[src/rtl/core/nsh_ram.sv]
`default_nettype none
module nsh_ram #(
  parameter int WIDTH = 64,
  parameter int DEPTH = 8
) (
  input  wire logic                     clk,
  input  wire logic                     we,
  input  wire logic [$clog2(DEPTH)-1:0] waddr,
  input  wire logic [WIDTH-1:0]         wdata,
  input  wire logic [$clog2(DEPTH)-1:0] raddr,
  output logic [WIDTH-1:0]              rdata
);
  logic [WIDTH-1:0] mem [DEPTH];
  always_ff @(posedge clk) begin
    if (we) mem[waddr] <= wdata;
    rdata <= mem[raddr];
  end
endmodule
`default_nettype wire

[config.mk]
export PLATFORM = sky130hd
export DESIGN_NAME = nsh_ram
export DESIGN_NICKNAME = d
export VERILOG_FILES = /design/src/rtl/core/nsh_ram.sv
export SDC_FILE = /design/constraint.sdc
export NUM_CORES = 1
export LEC_CHECK = 0
export ABC_AREA = 0
export BUFFER_PORTS_ARGS = -buffer_cell sky130_fd_sc_hd__clkbuf_2
export CORE_ASPECT_RATIO = 1.5
export CORE_MARGIN = 5
export CORE_UTILIZATION = 42
export DETAILED_ROUTE_END_ITERATION = 10
export GPL_TIMING_DRIVEN = 0
export PLACE_DENSITY = 0.59
export SLEW_MARGIN = 30
export SYNTH_ARGS = -nofsm -noshare
export SYNTH_HDL_FRONTEND = slang
export SYNTH_SLANG_ARGS = --single-unit
[constraint.sdc]
create_clock -name clk -period 6.63 [get_ports clk]
set_input_delay 0 -clock clk [delete_from_list [all_inputs] [get_ports clk]]
set_output_delay 0 -clock clk [all_outputs]
set_load 0.01 [all_outputs]
Word level (Yosys, flattened, before mapping). Memories as Yosys holds them, arrays and structs flattened. A register that Yosys moved wholly into a read port is not among the register bits. Index checks and enable logic that the tools add are counted.

Register bits after elaboration: 0. RAM bits: 512. Input port bits: 72. Output and inout port bits: 64. Word-level logic and storage cells: 3. Memories kept: 1.

Memory list: mem (depth 8, width 64, rd ports 1, clocked after Yosys merged registers in 1, wr ports 1, RTL line 13) `logic [WIDTH-1:0] mem [DEPTH];`.

Muxes and demuxes: 2.

Operators by type and width (count): $mux W1 (2).

Longest topological paths before layout.
Word-level depth: 2. Gate-level depth with buffers: 4. Gate-level depth less buffers: 2.

Worst setup path before layout. OpenSTA, ideal clock, no wires.

Kind: input port to flip-flop. From: in waddr[2]. To: mem mem[0][0] (enable). Setup time: 0.565 ns. Data arrival time: 4.530 ns. Required time: 6.065 ns. Setup slack: 1.534 ns. Cell stages on the path: 2. Buffers on the path: 0. Cells stage by stage: nand2b_1 nor3_1.

RTL lines: start, declared (RTL line 8) `input wire logic [$clog2(DEPTH)-1:0] waddr,`; end, declared (RTL line 13).

Straight into the memory's write port.

Final worst setup path.
From: in waddr[0]. To: mem mem[2][5] (enable).

Straight into the memory's write port.

==> flow_summary.json <==
{
  "peakVddDrop_mv": 0.2207,
  "clkTransAtPathRegs_ps": 60,
  "grt_pass1_wl_um": 63550,
  "maxSlewHeadroom_pct": 43.91,
  "cts_root_buf": "clkbuf_16",
  "cts_made_buffers": 52,
  "syn_nets": 888,
  "clockPowerShare_pct": 40.1,
  "area_delta_synth_final_pct": 23.71,
  "finalCritPeriodShare_pct": 27.14,
  "io_buffers": 132,
  "die_h_um": 280.9,
  "synth.distinct_cells": 13,
  "hp-class": "primary input to register",
  "final_common_cell": "edfxtp_1",
  "drv_slew": 0,
  "status": "finished clean",
  "combPwrFrac_pct": 6.1,
  "power_mw": 7.689,
  "filler_cell_count": 3876,
  "p_seq_share_pct": 53.8,
  "vias": 9235,
  "setup_violations": 0,
  "p_int_mw": 6.159,
  "grt_pass1_vias": 10260,
  "synth_warnings": 0,
  "crit_type": "primary input to register",
  "post_cts_resized": 0,
  "clockBufferDepth": 3,
  "htreeDepth": 2,
  "drive_gt1_share_pct": 41.01,
  "layout_common_cells": "512 x edfxtp_1, 132 x clkbuf_2, 128 x mux4_2",
  "ioPinCount": 136,
  "fp.dieW_um": 190.6,
  "antenna_cells": 0,
  "via_per_inst": 5.077,
  "drcViolationCount": 0,
  "ys_ff_latch": 576,
  "leakage_nw": 8.528,
  "antenna_found_initial": 0,
  "cpPeakStageDelay_ps": 550,
  "post-route-cell-area_sq_um": 25420,
  "clkLatencyLatePin_ps": 560,
  "synth.avg_cell_area_sq_um": 25.18,
  "rows": 99,
  "postRouteAntennaNets": 0,
  "grt_setup_unrepaired": "no",
  "max_clock_freq_ghz": 0.5557,
  "place_congestion": 0.6735,
  "dp_hpwl_um": 26750,
  "worst_setup_path_end_kind": "register",
  "post_drt_wl_per_cell_um": 22.87,
  "arrival_ps": 2070,
  "wl_um": 41600,
  "hold_violations": 0,
  "core_sq_um": 48560,
  "dpl-instance-area_sq_um": 22950,
  "required_ps": 6900,
  "drt_pass1_iterations": 7,
  "cts_tree": "built",
  "startpoint_type": "primary input",
  "power_switching_mw": 1.530,
  "crit_slowest_cell": "nor2_4",
  "cts_setup_buffers": 0,
  "fin_worst_skew_ps": 9.326,
  "start_util_pct": 42.32,
  "holdBufCountCts": 70,
  "grt_use_total_pct": 15.74,
  "crit_fanout": 13,
  "cts.sink_count": 576,
  "critPathTopFamily": "buffers and inverters",
  "swShare_pct": 19.90,
  "grt_overflow": 0,
  "maxCapViolCount": 0,
  "tightest_slew_ps": 841.3,
  "dieArea_sq_um": 53540,
  "syn-instance-count": 816,
  "critical_path.cell_chain": "dlygate4sd3_1, clkbuf_2, nand2b_1, nor2_4, buf_16, buf_16, buf_16",
  "final_nets": 1193,
  "drt_iter0_drc": 624,
  "power_density_nw_per_um2": 302.5,
  "crit_buf_inv": 5,
  "path_common_cell": "buf_16",
  "syn_area_sq_um": 20550,
  "fin_crit_ps": 1799,
  "yosysSeqAreaShare_pct": 81.06,
  "grt_start_max_net_pins": 18
}
==> per-stage QoR <==
stage / setup WS [ps] / instances / TNS [ps] / utilization, % / hold WS, ps
after detailed placement: 4552 / 1653 / 0 / 47.26 / 279.8
after floorplan: 1535 / 816 / 0 / - / 98.87
after global placement: -3588 / 1604 / -450780 / 45.37 / 270.0
final: 4831 / 1819 / 0 / 52.35 / 153.1
after global routing: 4756 / 1819 / 0 / 52.35 / 164.4
after CTS: 4832 / 1819 / 0 / 52.35 / 127.0
==> logic make-up after synthesis <==
family,Yosys count,share of synthesized area (%)
and+or+nand+nor,13,0.2862
muxes,192,17.54
DFF,576,81.06
buffers and inverters,35,1.114
==> routing by layer <==
metal	wire, um	part of all wire, %	up-vias	GRT usage (%)
met5	0	0	-	0
met4	1016	2.4	0	4.533
met3	1720	4.1	66	2.485
met2	21700	52	190	27.36
met1	17160	41	4911	20.69
li1	-	-	4068	-
==> Yosys cell counts, drive strengths merged <==
cell type | n | area share, %
buf | 26 | 0.95
clkbuf | 9 | 0.16
dfxtp | 64 | 6.2
edfxtp | 512 | 75
mux2 | 64 | 3.5
mux4 | 128 | 14
nand2 | 2 | 0.037
nand2b | 3 | 0.091
nor2 | 6 | 0.11
nor3 | 2 | 0.049
==> cell type report <==
class                      instances  area [sq um]  area share [%]
timing repair buffer             251          2225           8.752
clock buffer                      70          1470           5.784
tap                              656         820.8           3.229
sequential                       576         16660           65.52
clock inverter                    26         300.3           1.181
multi-input combinational        205          3717           14.62
buffer                            35         230.2          0.9057
==> sequential cells by signal, indices dropped and copies added (netlist names) <==
register and cells:
rdata 64, mem 512
==> worst min-delay path, stage by stage <==
cell and delay, ps:
clkbuf_2 90, nand2_1 260, nor2_4 170
==> worst paths after layout <==
kind | start | end | slack, ps | cells after the start
setup / recovery | waddr[0] | mem[2][5] | 4830 | 7
hold / removal | waddr[2] | mem[5][22] | 150 | 3
setup reg to reg | mem[5][0] | rdata[0] | 4860 | 3
hold reg to reg | mem[6][3] | rdata[3] | 680 | 2
==> power by group through the flow <==
stage               combinational (mW)  clock [mW]  sequential, mW
detailed placement               0.447           0            4.22
CTS                              0.486        3.17            4.14
global route                     0.510        3.31            4.15
global placement                 0.406           0            4.23
floorplan                        0.214           0            4.23
finish                           0.471        3.08            4.14
Power figures use the tool's default switching activity.
